File: src/hdl/rsd_pkg.sv
package rsd_pkg;

    // Header signature and header byte positions
    localparam logic [7:0] HDR_CHAR_R = 8'h52;
    localparam logic [7:0] HDR_CHAR_L = 8'h4C;
    localparam logic [7:0] HDR_CHAR_E = 8'h45;
    localparam int HDR_IDX_R   = 0;
    localparam int HDR_IDX_L   = 1;
    localparam int HDR_IDX_E   = 2;
    localparam int HDR_IDX_ACT = 3;
    localparam int HDR_IDX_ALT = 4;

    // Count byte that, together with the alternate sentinel, marks a swap
    localparam logic [7:0] SWAP_COUNT = 8'd0;

    // Results caused by one input byte are capped at this number
    localparam int          RES_CNT_W   = 5;
    localparam logic [4:0]  MAX_RESULTS = 5'd23;

    // Only the first eight bytes of a point carry the distance and angle words
    localparam int BUF_KEEP = 8;
    localparam int BUF_AW   = 3;

    // Command queue between the front and the back
    localparam int QDEPTH = 4;
    localparam int QAW    = 2;

    // Configuration register indexes
    localparam logic CFG_BAND_LOW  = 1'b0;
    localparam logic CFG_BAND_HIGH = 1'b1;

    // Band reset value: 100000.0
    localparam logic [31:0] BAND_RESET = 32'h47C3_5000;

    // IEEE single field masks: exponent, fraction, magnitude and sign
    localparam logic [31:0] EXP_MASK  = 32'h7F80_0000;
    localparam logic [31:0] FRAC_MASK = 32'h007F_FFFF;
    localparam logic [31:0] MAG_MASK  = 32'h7FFF_FFFF;
    localparam logic [31:0] SIGN_MASK = 32'h8000_0000;

    typedef enum logic [2:0] {
        PH_HEADER,
        PH_BODY,
        PH_ESC1,
        PH_ESC2,
        PH_SKIP
    } phase_t;

    typedef enum logic {
        BK_IDLE,
        BK_RUN
    } bk_state_t;

    // One classified request: push value count times, then close the packet if last
    typedef struct packed {
        logic [7:0] value;
        logic [7:0] count;
        logic       last;
        logic       status;
    } cmd_t;

    typedef struct packed {
        logic        is_point;
        logic [31:0] distance;
        logic [31:0] angle;
        logic        point_valid;
        logic        packet_done;
        logic        packet_status;
    } res_t;

endpackage

File: src/hdl/rsd_front.sv
module rsd_front #(
    parameter int HEADER_LEN = 9
) (
    input  logic          aclk,
    input  logic          aresetn,
    input  logic          s_tvalid,
    output logic          s_tready,
    input  logic [7:0]    s_tdata,   // [7:0] data_byte
    input  logic          s_tlast,   // packet_last
    input  logic          q_full,
    output logic          q_push,
    output rsd_pkg::cmd_t q_cmd
);

    localparam int HIW = $clog2(HEADER_LEN);

    rsd_pkg::phase_t phase_reg, phase_next;
    logic [HIW-1:0]  hidx_reg, hidx_next;
    logic            bad_reg, bad_next;
    logic [7:0]      act_reg, act_next;
    logic [7:0]      alt_reg, alt_next;
    logic [7:0]      esc_reg, esc_next;

    logic            accept;
    logic [HIW:0]    hidx_inc;
    logic            hdr_done;
    logic            hdr_mismatch;
    logic            bad_upd;
    logic            is_act;

    assign s_tready = !q_full;
    assign accept   = s_tvalid && s_tready;
    assign hidx_inc = {1'b0, hidx_reg} + (HIW+1)'(1);
    assign hdr_done = (hidx_inc == (HIW+1)'(HEADER_LEN));
    assign is_act   = (s_tdata == act_reg);

    // Compare the signature bytes
    always_comb begin
        hdr_mismatch = 1'b0;
        if (hidx_reg == HIW'(rsd_pkg::HDR_IDX_R) && s_tdata != rsd_pkg::HDR_CHAR_R) begin
            hdr_mismatch = 1'b1;
        end
        if (hidx_reg == HIW'(rsd_pkg::HDR_IDX_L) && s_tdata != rsd_pkg::HDR_CHAR_L) begin
            hdr_mismatch = 1'b1;
        end
        if (hidx_reg == HIW'(rsd_pkg::HDR_IDX_E) && s_tdata != rsd_pkg::HDR_CHAR_E) begin
            hdr_mismatch = 1'b1;
        end
    end

    assign bad_upd = bad_reg || hdr_mismatch;

    // Next state
    always_comb begin
        phase_next = phase_reg;
        hidx_next  = hidx_reg;
        bad_next   = bad_reg;
        act_next   = act_reg;
        alt_next   = alt_reg;
        esc_next   = esc_reg;
        if (accept) begin
            case (phase_reg)
                rsd_pkg::PH_HEADER: begin
                    bad_next  = bad_upd;
                    hidx_next = hidx_inc[HIW-1:0];
                    if (hidx_reg == HIW'(rsd_pkg::HDR_IDX_ACT)) begin
                        act_next = s_tdata;
                    end
                    if (hidx_reg == HIW'(rsd_pkg::HDR_IDX_ALT)) begin
                        alt_next = s_tdata;
                    end
                    if (hdr_done) begin
                        phase_next = bad_upd ? rsd_pkg::PH_SKIP : rsd_pkg::PH_BODY;
                    end
                end
                rsd_pkg::PH_BODY: begin
                    if (is_act) begin
                        phase_next = rsd_pkg::PH_ESC1;
                    end
                end
                rsd_pkg::PH_ESC1: begin
                    esc_next   = s_tdata;
                    phase_next = rsd_pkg::PH_ESC2;
                end
                rsd_pkg::PH_ESC2: begin
                    phase_next = rsd_pkg::PH_BODY;
                    if (esc_reg == rsd_pkg::SWAP_COUNT && s_tdata == alt_reg) begin
                        act_next = alt_reg;
                        alt_next = act_reg;
                    end
                end
                default: begin
                    phase_next = phase_reg;
                end
            endcase
            // Return to the reset state at the packet end
            if (s_tlast) begin
                phase_next = rsd_pkg::PH_HEADER;
                hidx_next  = '0;
                bad_next   = 1'b0;
                act_next   = '0;
                alt_next   = '0;
                esc_next   = '0;
            end
        end
    end

    // Classify the byte into a request for the back
    always_comb begin
        q_cmd.value  = s_tdata;
        q_cmd.count  = 8'd0;
        q_cmd.last   = s_tlast;
        q_cmd.status = 1'b0;
        case (phase_reg)
            rsd_pkg::PH_HEADER: begin
                q_cmd.status = bad_upd || (!hdr_done && s_tlast);
            end
            rsd_pkg::PH_BODY: begin
                q_cmd.count = is_act ? 8'd0 : 8'd1;
            end
            rsd_pkg::PH_ESC1: begin
                // An escape cut short treats this byte as an ordinary one
                q_cmd.count = (s_tlast && !is_act) ? 8'd1 : 8'd0;
            end
            rsd_pkg::PH_ESC2: begin
                if (!(esc_reg == rsd_pkg::SWAP_COUNT && s_tdata == alt_reg)) begin
                    q_cmd.count = esc_reg;
                end
            end
            default: begin
                q_cmd.status = 1'b1;
            end
        endcase
        q_push = accept && (q_cmd.count != 8'd0 || s_tlast);
    end

    // Hold the decoder state
    always_ff @(posedge aclk) begin
        if (!aresetn) begin
            phase_reg <= rsd_pkg::PH_HEADER;
            hidx_reg  <= '0;
            bad_reg   <= 1'b0;
            act_reg   <= '0;
            alt_reg   <= '0;
            esc_reg   <= '0;
        end else begin
            phase_reg <= phase_next;
            hidx_reg  <= hidx_next;
            bad_reg   <= bad_next;
            act_reg   <= act_next;
            alt_reg   <= alt_next;
            esc_reg   <= esc_next;
        end
    end

endmodule

File: src/hdl/rsd_cmd_fifo.sv
module rsd_cmd_fifo (
    input  logic          aclk,
    input  logic          aresetn,
    input  logic          push,
    input  rsd_pkg::cmd_t push_cmd,
    input  logic          pop,
    output rsd_pkg::cmd_t head_cmd,
    output logic          full,
    output logic          not_empty
);

    rsd_pkg::cmd_t            mem_reg [rsd_pkg::QDEPTH];
    logic [rsd_pkg::QAW-1:0]  wr_ptr_reg, wr_ptr_next;
    logic [rsd_pkg::QAW-1:0]  rd_ptr_reg, rd_ptr_next;
    logic [rsd_pkg::QAW:0]    cnt_reg, cnt_next;
    logic                     do_push;
    logic                     do_pop;

    assign full      = (cnt_reg == (rsd_pkg::QAW+1)'(rsd_pkg::QDEPTH));
    assign not_empty = (cnt_reg != '0);
    assign head_cmd  = mem_reg[rd_ptr_reg];
    assign do_push   = push && !full;
    assign do_pop    = pop && not_empty;

    // Advance the pointers
    always_comb begin
        wr_ptr_next = do_push ? wr_ptr_reg + 1'b1 : wr_ptr_reg;
        rd_ptr_next = do_pop ? rd_ptr_reg + 1'b1 : rd_ptr_reg;
        cnt_next    = cnt_reg;
        if (do_push && !do_pop) begin
            cnt_next = cnt_reg + 1'b1;
        end else if (!do_push && do_pop) begin
            cnt_next = cnt_reg - 1'b1;
        end
    end

    always_ff @(posedge aclk) begin
        if (!aresetn) begin
            wr_ptr_reg <= '0;
            rd_ptr_reg <= '0;
            cnt_reg    <= '0;
        end else begin
            wr_ptr_reg <= wr_ptr_next;
            rd_ptr_reg <= rd_ptr_next;
            cnt_reg    <= cnt_next;
        end
    end

    // Store the request
    always_ff @(posedge aclk) begin
        if (do_push) begin
            mem_reg[wr_ptr_reg] <= push_cmd;
        end
    end

endmodule

File: src/hdl/rsd_back.sv
module rsd_back #(
    parameter int POINT_LEN = 12
) (
    input  logic          aclk,
    input  logic          aresetn,
    input  logic [31:0]   band_low,
    input  logic [31:0]   band_high,
    input  logic          q_not_empty,
    input  rsd_pkg::cmd_t q_cmd,
    output logic          q_pop,
    output logic          m_valid,
    input  logic          m_ready,
    output rsd_pkg::res_t m_res,
    output logic          m_last
);

    localparam int FW = $clog2(POINT_LEN);

    rsd_pkg::bk_state_t          state_reg, state_next;
    logic [7:0]                  val_reg, val_next;
    logic [7:0]                  left_reg, left_next;
    logic                        last_reg, last_next;
    logic                        status_reg, status_next;
    logic [rsd_pkg::RES_CNT_W-1:0] rcnt_reg, rcnt_next;
    logic [FW-1:0]               fill_reg, fill_next;
    logic [7:0]                  buf_reg [rsd_pkg::BUF_KEEP];
    logic                        pend_v_reg, pend_v_next;
    rsd_pkg::res_t               pend_reg, pend_next;
    logic                        m_valid_reg, m_valid_next;
    rsd_pkg::res_t               m_res_reg, m_res_next;
    logic                        m_last_reg, m_last_next;

    logic                        do_push;
    logic                        do_status;
    logic                        do_flush;
    logic                        pt_complete;
    logic                        finite;
    logic                        in_band;
    logic [31:0]                 dist_w;
    logic [31:0]                 ang_w;
    logic [7:0]                  pb;
    logic                        has_res;
    logic                        emit;
    logic                        out_free;
    logic                        stall;
    logic                        go;
    logic                        buf_wr;
    rsd_pkg::res_t               new_res;

    function automatic logic is_nan(input logic [31:0] x);
        is_nan = ((x & rsd_pkg::EXP_MASK) == rsd_pkg::EXP_MASK) &&
                 ((x & rsd_pkg::FRAC_MASK) != 32'd0);
    endfunction

    // Map an IEEE single onto an unsigned order, folding -0 onto +0
    function automatic logic [31:0] order_key(input logic [31:0] x);
        logic [31:0] y;
        y = ((x & rsd_pkg::MAG_MASK) == 32'd0) ? 32'd0 : x;
        order_key = y[31] ? ~y : (y | rsd_pkg::SIGN_MASK);
    endfunction

    assign do_push   = (state_reg == rsd_pkg::BK_RUN) && (left_reg != 8'd0);
    assign do_status = (state_reg == rsd_pkg::BK_RUN) && (left_reg == 8'd0) && last_reg;
    assign do_flush  = (state_reg == rsd_pkg::BK_RUN) && (left_reg == 8'd0) && !last_reg;
    assign pt_complete = do_push && (fill_reg == FW'(POINT_LEN - 1));
    assign out_free  = !m_valid_reg || m_ready;

    // Assemble the distance and angle words from the stored bytes and this byte
    always_comb begin
        dist_w = '0;
        ang_w  = '0;
        for (int j = 0; j < 8; j++) begin
            pb = (j == POINT_LEN - 1) ? val_reg : buf_reg[j];
            if (j < 4) begin
                dist_w[8*j +: 8] = pb;
            end else begin
                ang_w[8*(j-4) +: 8] = pb;
            end
        end
    end

    assign finite  = ((dist_w & rsd_pkg::EXP_MASK) != rsd_pkg::EXP_MASK) &&
                     ((ang_w & rsd_pkg::EXP_MASK) != rsd_pkg::EXP_MASK);
    assign in_band = !is_nan(band_low) && !is_nan(band_high) &&
                     (order_key(band_low) <= order_key(dist_w)) &&
                     (order_key(dist_w) <= order_key(band_high));

    // Form the candidate result of this cycle
    always_comb begin
        new_res = '0;
        has_res = 1'b0;
        if (pt_complete && finite) begin
            has_res              = 1'b1;
            new_res.is_point     = 1'b1;
            new_res.distance     = dist_w;
            new_res.angle        = ang_w;
            new_res.point_valid  = !in_band;
        end else if (do_status) begin
            has_res               = 1'b1;
            new_res.packet_done   = 1'b1;
            new_res.packet_status = status_reg;
        end
    end

    assign emit  = has_res && (rcnt_reg < rsd_pkg::MAX_RESULTS);
    assign stall = pend_v_reg && !out_free && (emit || do_flush);
    assign go    = !stall;
    assign q_pop = q_not_empty && ((state_reg == rsd_pkg::BK_IDLE) || (do_flush && go));
    assign buf_wr = do_push && go && (int'(fill_reg) < rsd_pkg::BUF_KEEP);

    // Advance the run, the point framer and the result holding stages
    always_comb begin
        state_next   = state_reg;
        val_next     = val_reg;
        left_next    = left_reg;
        last_next    = last_reg;
        status_next  = status_reg;
        rcnt_next    = rcnt_reg;
        fill_next    = fill_reg;
        pend_v_next  = pend_v_reg;
        pend_next    = pend_reg;
        m_valid_next = m_valid_reg && !m_ready;
        m_res_next   = m_res_reg;
        m_last_next  = m_last_reg;

        if (go) begin
            if (do_push) begin
                left_next = left_reg - 8'd1;
                fill_next = pt_complete ? '0 : fill_reg + 1'b1;
            end
            if (do_status) begin
                last_next = 1'b0;
                fill_next = '0;
            end
            // Retire the held result: early when another follows, as last on flush
            if (pend_v_reg && (emit || do_flush)) begin
                m_valid_next = 1'b1;
                m_res_next   = pend_reg;
                m_last_next  = do_flush;
                pend_v_next  = 1'b0;
            end
            if (emit) begin
                pend_v_next = 1'b1;
                pend_next   = new_res;
                rcnt_next   = rcnt_reg + 1'b1;
            end
            if (do_flush) begin
                state_next = rsd_pkg::BK_IDLE;
            end
        end

        // Load the next request
        if (q_pop) begin
            state_next  = rsd_pkg::BK_RUN;
            val_next    = q_cmd.value;
            left_next   = q_cmd.count;
            last_next   = q_cmd.last;
            status_next = q_cmd.status;
            rcnt_next   = '0;
        end
    end

    always_ff @(posedge aclk) begin
        if (!aresetn) begin
            state_reg   <= rsd_pkg::BK_IDLE;
            left_reg    <= '0;
            last_reg    <= 1'b0;
            rcnt_reg    <= '0;
            fill_reg    <= '0;
            pend_v_reg  <= 1'b0;
            m_valid_reg <= 1'b0;
        end else begin
            state_reg   <= state_next;
            left_reg    <= left_next;
            last_reg    <= last_next;
            rcnt_reg    <= rcnt_next;
            fill_reg    <= fill_next;
            pend_v_reg  <= pend_v_next;
            m_valid_reg <= m_valid_next;
        end
    end

    // Payload registers
    always_ff @(posedge aclk) begin
        val_reg    <= val_next;
        status_reg <= status_next;
        pend_reg   <= pend_next;
        m_res_reg  <= m_res_next;
        m_last_reg <= m_last_next;
        if (buf_wr) begin
            buf_reg[fill_reg[rsd_pkg::BUF_AW-1:0]] <= val_reg;
        end
    end

    assign m_valid = m_valid_reg;
    assign m_res   = m_res_reg;
    assign m_last  = m_last_reg;

`ifndef SYNTHESIS
    a_rcnt_cap: assert property (@(posedge aclk) disable iff (!aresetn)
        rcnt_reg <= rsd_pkg::MAX_RESULTS)
        else $error("result count above cap");

    a_fill_range: assert property (@(posedge aclk) disable iff (!aresetn)
        int'(fill_reg) < POINT_LEN)
        else $error("point fill out of range");

    a_status_closes: assert property (@(posedge aclk) disable iff (!aresetn)
        m_valid_reg && m_res_reg.packet_done |-> m_last_reg)
        else $error("status item not marked last");

    a_kind_excl: assert property (@(posedge aclk) disable iff (!aresetn)
        m_valid_reg |-> (m_res_reg.is_point != m_res_reg.packet_done))
        else $error("result is neither point nor status");

    a_idle_empty: assert property (@(posedge aclk) disable iff (!aresetn)
        (state_reg == rsd_pkg::BK_IDLE) |-> !pend_v_reg)
        else $error("held result left behind at idle");
`endif

endmodule

File: src/hdl/rle_scan_point_decoder_unit.sv
// Output: a point result waits in a holding register and moves to the m_ registers once
// the next result of its byte or the close of that byte's work is known.
// Flow: the back takes the decompressed bytes in turn, closes each input byte that has work
// in a separate step and ends a packet with a status item; a four-entry request queue lets
// the front take one byte per cycle meanwhile, while that queue is not full.
// Reset: aresetn is synchronous, active low; band registers return to 100000.0.
module rle_scan_point_decoder_unit #(
    parameter int HEADER_LEN = 9,
    parameter int POINT_LEN  = 12
) (
    input  logic        aclk,
    input  logic        aresetn,
    input  logic        s_tvalid,
    output logic        s_tready,
    input  logic [7:0]  s_tdata,     // [7:0] data_byte
    input  logic        s_tlast,     // packet_last
    output logic        m_tvalid,
    input  logic        m_tready,
    output logic [71:0] m_tdata,     // [31:0] distance_bits, [63:32] angle_bits,
                                     // [64] point_valid, [65] packet_status, zero fill
    output logic [1:0]  m_tuser,     // [0] is_point, [1] packet_done
    output logic        m_tlast,     // run_last
    input  logic        cfg_wr_en,
    input  logic        cfg_index,
    input  logic [31:0] cfg_wr_data
);

    logic [31:0]   band_low_reg;
    logic [31:0]   band_high_reg;
    logic          q_full;
    logic          q_push;
    logic          q_pop;
    logic          q_not_empty;
    rsd_pkg::cmd_t front_cmd;
    rsd_pkg::cmd_t head_cmd;
    rsd_pkg::res_t res;

    // Hold the band registers
    always_ff @(posedge aclk) begin
        if (!aresetn) begin
            band_low_reg  <= rsd_pkg::BAND_RESET;
            band_high_reg <= rsd_pkg::BAND_RESET;
        end else if (cfg_wr_en) begin
            case (cfg_index)
                rsd_pkg::CFG_BAND_LOW:  band_low_reg  <= cfg_wr_data;
                rsd_pkg::CFG_BAND_HIGH: band_high_reg <= cfg_wr_data;
                default: begin
                    band_low_reg <= band_low_reg;
                end
            endcase
        end
    end

    rsd_front #(
        .HEADER_LEN (HEADER_LEN)
    ) u_front (
        .aclk     (aclk),
        .aresetn  (aresetn),
        .s_tvalid (s_tvalid),
        .s_tready (s_tready),
        .s_tdata  (s_tdata),
        .s_tlast  (s_tlast),
        .q_full   (q_full),
        .q_push   (q_push),
        .q_cmd    (front_cmd)
    );

    rsd_cmd_fifo u_fifo (
        .aclk      (aclk),
        .aresetn   (aresetn),
        .push      (q_push),
        .push_cmd  (front_cmd),
        .pop       (q_pop),
        .head_cmd  (head_cmd),
        .full      (q_full),
        .not_empty (q_not_empty)
    );

    rsd_back #(
        .POINT_LEN (POINT_LEN)
    ) u_back (
        .aclk        (aclk),
        .aresetn     (aresetn),
        .band_low    (band_low_reg),
        .band_high   (band_high_reg),
        .q_not_empty (q_not_empty),
        .q_cmd       (head_cmd),
        .q_pop       (q_pop),
        .m_valid     (m_tvalid),
        .m_ready     (m_tready),
        .m_res       (res),
        .m_last      (m_tlast)
    );

    // Pack the result
    assign m_tdata = {6'd0, res.packet_status, res.point_valid, res.angle, res.distance};
    assign m_tuser = {res.packet_done, res.is_point};

endmodule
File: config.mk
export PLATFORM = sky130hd
export DESIGN_NAME = rle_scan_point_decoder_unit
export DESIGN_NICKNAME = d
export VERILOG_FILES = /design/src/hdl/rsd_pkg.sv /design/src/hdl/rsd_front.sv /design/src/hdl/rsd_cmd_fifo.sv /design/src/hdl/rsd_back.sv /design/src/hdl/rle_scan_point_decoder_unit.sv
export SDC_FILE = /design/constraint.sdc
export NUM_CORES = 1
export LEC_CHECK = 0
export ABC_AREA = 1
export BUFFER_PORTS_ARGS = -buffer_cell sky130_fd_sc_hd__buf_2
export CORE_MARGIN = 8
export CORE_UTILIZATION = 45
export CTS_BUF_LIST = sky130_fd_sc_hd__clkbuf_16
export CTS_CLUSTER_DIAMETER = 100
export DETAILED_ROUTE_END_ITERATION = 10
export MAX_ROUTING_LAYER = met4
export PLACE_DENSITY = 0.71
export SLEW_MARGIN = 40
export SYNTH_ARGS = -nofsm -noshare
export SYNTH_HDL_FRONTEND = slang
export SYNTH_SLANG_ARGS = --single-unit
export TNS_END_PERCENT = 20
File: constraint.sdc
create_clock -name aclk -period 9.8 [get_ports aclk]
set_input_delay 0.49 -clock aclk [delete_from_list [all_inputs] [get_ports aclk]]
set_output_delay 0.49 -clock aclk [all_outputs]
set_load 0.005 [all_outputs]
==> results of run 1 <==
[synthesized netlist by cell type (12+ instances only)]
cell	n	share of area, %
nand4_1	18	0.62
edfxtp_1	282	46
dfxtp_1	126	14
o22ai_1	14	0.48
nor3_1	13	0.36
o21ai_0	126	3.4
o21a_1	20	0.82
nor2_1	343	7.0
inv_1	191	3.9
clkbuf_1	54	1.1
xor2_1	57	2.7
a211oi_1	12	0.49
nand2_1	213	4.4
ha_1	74	5.1
nand3_1	58	1.6
a21oi_1	143	3.9
[cell usage in the layout, fill, tap and decap left out, types with 7 or more instances in the layout]
cell type	netlist	final
a211oi_1	12	12
a21oi_1	143	142
buf_2	11	117
buf_4	7	9
bufinv_16	0	7
clkbuf_16	0	44
clkinv_2	0	10
dfxtp_1	126	125
edfxtp_1	282	282
ha_1	74	74
inv_1	191	196
inv_2	5	7
nand2_1	213	213
nand3_1	58	58
nand4_1	18	18
nor2_1	343	338
nor3_1	13	12
nor4_1	9	9
o21a_1	20	20
o21ai_0	126	126
o21ai_1	11	9
o22ai_1	14	14
xor2_1	57	57
[kinds of logic (layout without fill, tap and decap cells)]
| group | count (synthesis) | in the layout | share of synthesized area [%] |
|---|---|---|---|
| buf+inv | 272 | 406 | 5.87 |
| other cells | 1 | 6 | 0.0205 |
| xor+xnor | 63 | 63 | 3.02 |
| compound gates | 347 | 347 | 10.5 |
| simple gates | 678 | 678 | 15.3 |
| flops | 408 | 408 | 60.1 |
| fa+ha+maj | 75 | 75 | 5.17 |
[layer usage]
metal / vias to the layer above / GRT usage (%) / part of all wire [%]
li1: 6429 / - / -
met5: - / - / 0
met4: 0 / 5.91 / 2.8
met3: 87 / 3.23 / 5.5
met2: 368 / 30.1 / 49
met1: 6148 / 22.0 / 43
[through the flow]
| step | instance area, sq um | power [mW] |
|---|---|---|
| after floorplan | 18300 | 2.83 |
| after global placement | 19300 | 3.07 |
| after detailed placement | 19400 | 3.11 |
| after CTS | 20900 | 4.80 |
| after global routing | 20900 | 5.00 |
| final | 20900 | 4.76 |
[area by class of cell]
type | count | area [sq um] | share of cell area [%]
Sequential cell | 408 | 11000 | 52.6
Multi-Input combinational cell | 1169 | 6300 | 30.2
Clock buffer | 44 | 1100 | 5.27
Inverter | 199 | 753 | 3.61
Timing Repair Buffer | 129 | 694 | 3.33
Tap cell | 532 | 666 | 3.19
Clock inverter | 34 | 368 | 1.76
[tightest hold or removal path: stages]
cell and delay (ns):
buf_2 0.08, nand2_1 0.05, nand3_1 0.05
[path summary, 6_finish.rpt]
check                             from  cells past startpoint                 to
hold reg to reg    u_back.pend_reg[17]                      0   u_back.m_res[17]
setup / recovery  u_front.phase_reg[2]                     14  u_fifo.cnt_reg[2]
hold / removal         cfg_wr_data[25]                      3  band_high_reg[25]
setup reg to reg  u_front.phase_reg[2]                     14  u_fifo.cnt_reg[2]
[report_power, final]
| group | total (mW) | switching (mW) | internal [mW] | leakage (nW) |
|---|---|---|---|---|
| clock network | 1.67 | 0.667 | 1.01 | 0.748 |
| logic | 0.866 | 0.578 | 0.287 | 4.07 |
| registers | 2.22 | 0.166 | 2.05 | 3.54 |
| total | 4.76 | 1.41 | 3.35 | 8.35 |
==> key figures, run 1 <==
Status
  – Outcome: completed

Clocking
  – Root Driver: clkbuf_16
  – Buffers from clock root to sink, at most: 3
  – CTS Buf Count: 42
  – H-tree levels: 2
  – Hold_buf cts: 0
  – Clk sink count: 408
  – CTS tree: yes
  – Reg clk slew, reported paths: 0.06 ns
  – Clk_lat worst skew: ~0.57 ns
  – Post_cts resized: 0
  – Buffer count from post-CTS setup fixing: 0

STA
  – RSZ-0062 raised after global routing: no
  – F_max: 273 MHz
  – Setup TNS: 0 ns
  – Fin Hold WS: 0.140 ns
  – Slew @ Worst Pin: 0.774 ns
  – Post-route setup slack: 6.13 ns
  – Final setup violating endpoints: 0
  – Final Cycle Share: approximately 37%
  – Worst Skew: 0.0280 ns
  – Clock period minus worst slack: 3.67 ns
  – Final Max Tran Viols: 0
  – Hold Vio Cnt, Final: 0
  – Slew margin rel.: about half

Job
  – Max cap viols: 0

Setup path
  – Worst Path Buf+Inv: 4
  – CP max FO: 20
  – Largest delay contributor family on the critical path: buffers and inverters
  – CP Cell Sequence: inv_1, nand3_1, inv_1, a211oi_1, nand3_1, nand2_1, inv_1, ha_1, inv_1, fa_1, a21oi_1, o21ai_0, o21ai_0, a21oi_1
  – Max incr delay on CP: 0.75 ns
  – Critical Path Source Type: register
  – Crit path DAT: 4.12 ns
  – Reg2reg setup slack: 6.13 ns
  – Setup Crit Path Kind: register to register
  – CP max-delay cell: inv_1
  – Crit end category: register
  – Most used cell along the critical path: inv_1
  – Crit path required time: slightly above 10 ns

Yosys
  – Seq cells post-synth: roughly 400
  – Cells after synthesis: 1844
  – Post-synth EDFFs: 282
  – Main synth FF type: edfxtp_1
  – Async set-or-reset flop fraction in the synthesized netlist: 0%
  – Synth warnings: 0
  – Syn_area_per_cell: 9.91 sq um
  – Netlist Area Pre-Place: 18300 sq um
  – Synth cell types: between 50 and 60
  – Seq/Total Area, Yosys: 60.1%

Finish
  – Filler instances: 3569
  – Largest register FFs: 72
  – Final core occ: 51.6%
  – Layout cells sized above 1: 12.0%
  – Number of diodes: 0
  – Layout area overhead: 14.2%
  – Nets@finish: 2071
  – Final cell count without fillers: 2515

Placed design
  – Place WS: 6.21 ns
  – Placer Congestion: about 0.87
  – DPL Wire Length: just under 30000 microns
  – Port bufs: approximately 120
  – Placed insts: 2437

Hold path
  – Hold Path Class: primary input to register

Power and ir drop
  – LEAKAGE: 8.35 nW
  – Worst IR Drop VDD: 0.114 mV
  – Pwr Density: 228 nW/um^2

Floorplanning
  – FP Rows: 74
  – Die width: 218 microns
  – I/O Pins: about 120
  – Vert. Die Dim: between 200 and 250 microns
  – Core ar.: between 40000 and 50000 sq um
  – Initial Util: a little under half
  – Die area: between 40000 and 50000 sq um

Global route
  – Pin count of the biggest net entering global routing: 95
  – Number of global-route vias before repair: 12900
  – GR Overflow Total: 0
  – First-pass GRT wire length: 66700 microns
  – Gr usage total: 18.0%
  – Initial antenna violation count: 0

Route
  – Drt wl/cell: 16.7 microns
  – Antenna Nets Post-Route: 0
  – 1st-iter DRT viols: 804
  – DRC Markers: 0
  – DRT Pass-1 Iters: 5
  – Drt total wl: 41900 microns
  – Vias per cell: 5.18
  – DR vias: 13000
Power figures use the tool's default switching activity.
==> inputs of run 2 (changes only) <==
==> constraint.sdc (replaced) <==
create_clock -name aclk -period 3.4 [get_ports aclk]
set_input_delay 0.17 -clock aclk [delete_from_list [all_inputs] [get_ports aclk]]
set_output_delay 0.17 -clock aclk [all_outputs]
set_load 0.005 [all_outputs]
==> run 2 against run 1 <==
Net effect: clock-buffer cell count unchanged; critical path depth increased by 5; final area rose by 2.2%; register-to-register slack got worse by 5.8 ns.
==> key figures, run 2 (same netlist as run 1, synthesis figures left out) <==
STA
  – Slew margin rel.: 49.8% (+1.6 points)
  – Slew @ Worst Pin: 0.750 ns (-0.0243 ns)
  – Final Max Tran Viols: 0 (unchanged)
  – Worst Skew: 0.0263 ns (-0.00168 ns)
  – Setup TNS: 0 ns (unchanged)
  – Final setup violating endpoints: 0 (unchanged)
  – RSZ-0062 raised after global routing: no
  – Final Cycle Share: 90.6% (+53 points)
  – Hold Vio Cnt, Final: 0 (unchanged)
  – Clock period minus worst slack: 3.08 ns (-0.586 ns)
  – Post-route setup slack: 0.319 ns (-5.81 ns)
  – F_max: 325 MHz (+19%)
  – Fin Hold WS: 0.0554 ns (-0.0844 ns)

Power and ir drop
  – Pwr Density: 634 nW/um^2 (+180%)
  – Worst IR Drop VDD: 0.444 mV (+290%)
  – LEAKAGE: 8.55 nW (+2.4%)
  – Design Power: 13.5 mW (+180%)

Job
  – Max cap viols: 0 (unchanged)

Clocking
  – Reg clk slew, reported paths: 0.06 ns (about the same)
  – Clk sink count: 408 (unchanged)
  – CTS tree: yes
  – Buffers from clock root to sink, at most: 3 (unchanged)
  – Clk_lat worst skew: 0.56 ns (about the same)
  – Buffer count from post-CTS setup fixing: 0 (unchanged)
  – CTS Buf Count: 43 (+2.4%)
  – Root Driver: clkbuf_16
  – H-tree levels: 2 (unchanged)

Global route
  – Initial antenna violation count: 0 (unchanged)
  – GR Overflow Total: 0 (unchanged)
  – Pin count of the biggest net entering global routing: 94 (-1.1%)
  – First-pass GRT wire length: 67100 microns (+0.57%)
  – Gr usage total: 18.1% (+0.029 points)
  – Number of global-route vias before repair: 13000 (+0.75%)

Placed design
  – Place WS: 0.383 ns (-5.83 ns)
  – DPL Wire Length: 28500 microns (-2.1%)
  – Port bufs: 117 (unchanged)
  – Placed insts: 2453 (+0.66%)
  – Placed Area: 19500 sq um (+0.61%)
  – Placer Congestion: 0.894 (+3.1%)

Setup path
  – Crit path required time: 3.72 ns (-6.53 ns)
  – Worst R2R Path Depth: 19 (+5)
  – Setup Crit Path Kind: register to register
  – FF-to-FF End: u_back.pend_reg[2]
  – RR Startpoint: u_back.buf_reg[2][0]
  – Crit path DAT: 3.41 ns (-0.71 ns)
  – Crit end category: register
  – Reg2reg setup slack: 0.32 ns (-5.81 ns)
  – CP max FO: 34 (+70%)
  – Critical Path Source Type: register

Finish
  – Nets@finish: 2129 (+2.8%)
  – Final cell count without fillers: 2573 (+2.3%)
  – Final core occ: 52.8% (+1.2 points)
  – Filler instances: 3515 (-1.5%)
  – Layout cells sized above 1: 12.1% (+0.10 points)
  – Layout area overhead: 16.8%
  – Number of diodes: 0 (unchanged)
  – Most frequent cells in the layout: nor2_1, edfxtp_1, nand2_1
  – Most common cell after layout, fill and taps aside: nor2_1
  – Final Instance Area: 21300 sq um (+2.2%)
  – Largest register FFs: 72 (unchanged)

Route
  – Drt wl/cell: 16.4 microns (-1.8%)
  – DRT Pass-1 Iters: 5 (unchanged)
  – 1st-iter DRT viols: 996 (+24%)
  – DRC Markers: 0 (unchanged)
  – Vias per cell: 5.14 (-0.87%)
  – Antenna Nets Post-Route: 0 (unchanged)
  – Drt total wl: 42100 microns (+0.50%)
  – DR vias: 13200 (+1.4%)

Floorplanning
  – FP Rows: 74 (unchanged)
  – Die area: 47300 sq um (unchanged)
  – I/O Pins: 124 (unchanged)
  – Die width: 218 microns (unchanged)
  – Vert. Die Dim: 218 microns (unchanged)
  – Initial Util: 45.2% (unchanged)
  – Core ar.: 40500 sq um (unchanged)

Hold path
  – Worst hold start: aresetn
  – Hold path endpoint: u_front.act_reg[7]
  – Hold Path Class: primary input to register
  – Hold path cells: 3 (unchanged)

Status
  – Outcome: completed
-- run 2: changes by cell type in the layout (fill, tap and decap cells not counted), moves of 4 or more --
cell and change:
nor2_1 +4, clkinv_2 -5, dlygate4sd3_1 +41, buf_4 +14
nor2_4 -4, buf_12 +4
-- run 2: report_power, final --
group	total [mW]	internal [mW]	switching [mW]	leakage, nW
registers	6.38	5.92	0.466	3.54
logic	2.53	0.865	1.66	4.32
clock network	4.63	2.68	1.95	0.698
-- run 2: repair_timing --
action                     4_1_cts  5_1_grt
hold buffers                    41        0
hold endpoints to repair       100        0
setup endpoints to repair        0        1
gates resized for setup          0        1
-- run 2: layout make-up --
| class | count | area [sq um] | share of cell area (%) |
|---|---|---|---|
| Sequential cell | 408 | 11000 | 51.5 |
| Multi-Input combinational cell | 1169 | 6270 | 29.4 |
| Timing Repair Buffer | 186 | 1260 | 5.90 |
| Clock buffer | 44 | 1100 | 5.16 |
| Inverter | 199 | 752 | 3.52 |
| Tap cell | 532 | 666 | 3.12 |
| Clock inverter | 35 | 308 | 1.44 |
-- run 2: worst max path at each step --
stage,from,endpoint,slack (ns)
floorplan,u_back.left_reg[0],u_back.m_last,0.43
detailed placement,u_back.buf_reg[0][4],u_back.pend_reg[2],0.38
CTS,u_back.buf_reg[2][0],u_back.pend_reg[2],0.32
global route,u_back.buf_reg[1][5],u_back.pend_reg[2],0.04
finish,u_back.buf_reg[2][0],u_back.pend_reg[2],0.32
global placement,u_back.buf_reg[2][5],u_back.pend_reg[2],0.46
-- run 2: per-layer routing --
layer	up-vias	GRT usage [%]	wire (microns)
met5	-	-	0
met4	0	5.66	1060
met3	73	3.23	2360
met2	356	30.1	20500
met1	6250	22.2	18200
li1	6538	-	-
-- run 2: critical path, stage by stage (launching register included) --
cell,delay [ns]
edfxtp_1,0.40
nor2_1,0.13
nand2_1,0.08
nor2_1,0.14
nand2_1,0.10
o21ai_2,0.19
buf_12,0.24
xor2_1,0.22
inv_1,0.07
ha_1,0.29
a21oi_1,0.15
o21ai_0,0.13
o21ai_0,0.18
nand2_1,0.08
nand4_1,0.10
nand3_1,0.07
nand2_1,0.06
nand3_1,0.08
nand2_1,0.06
inv_1,0.03
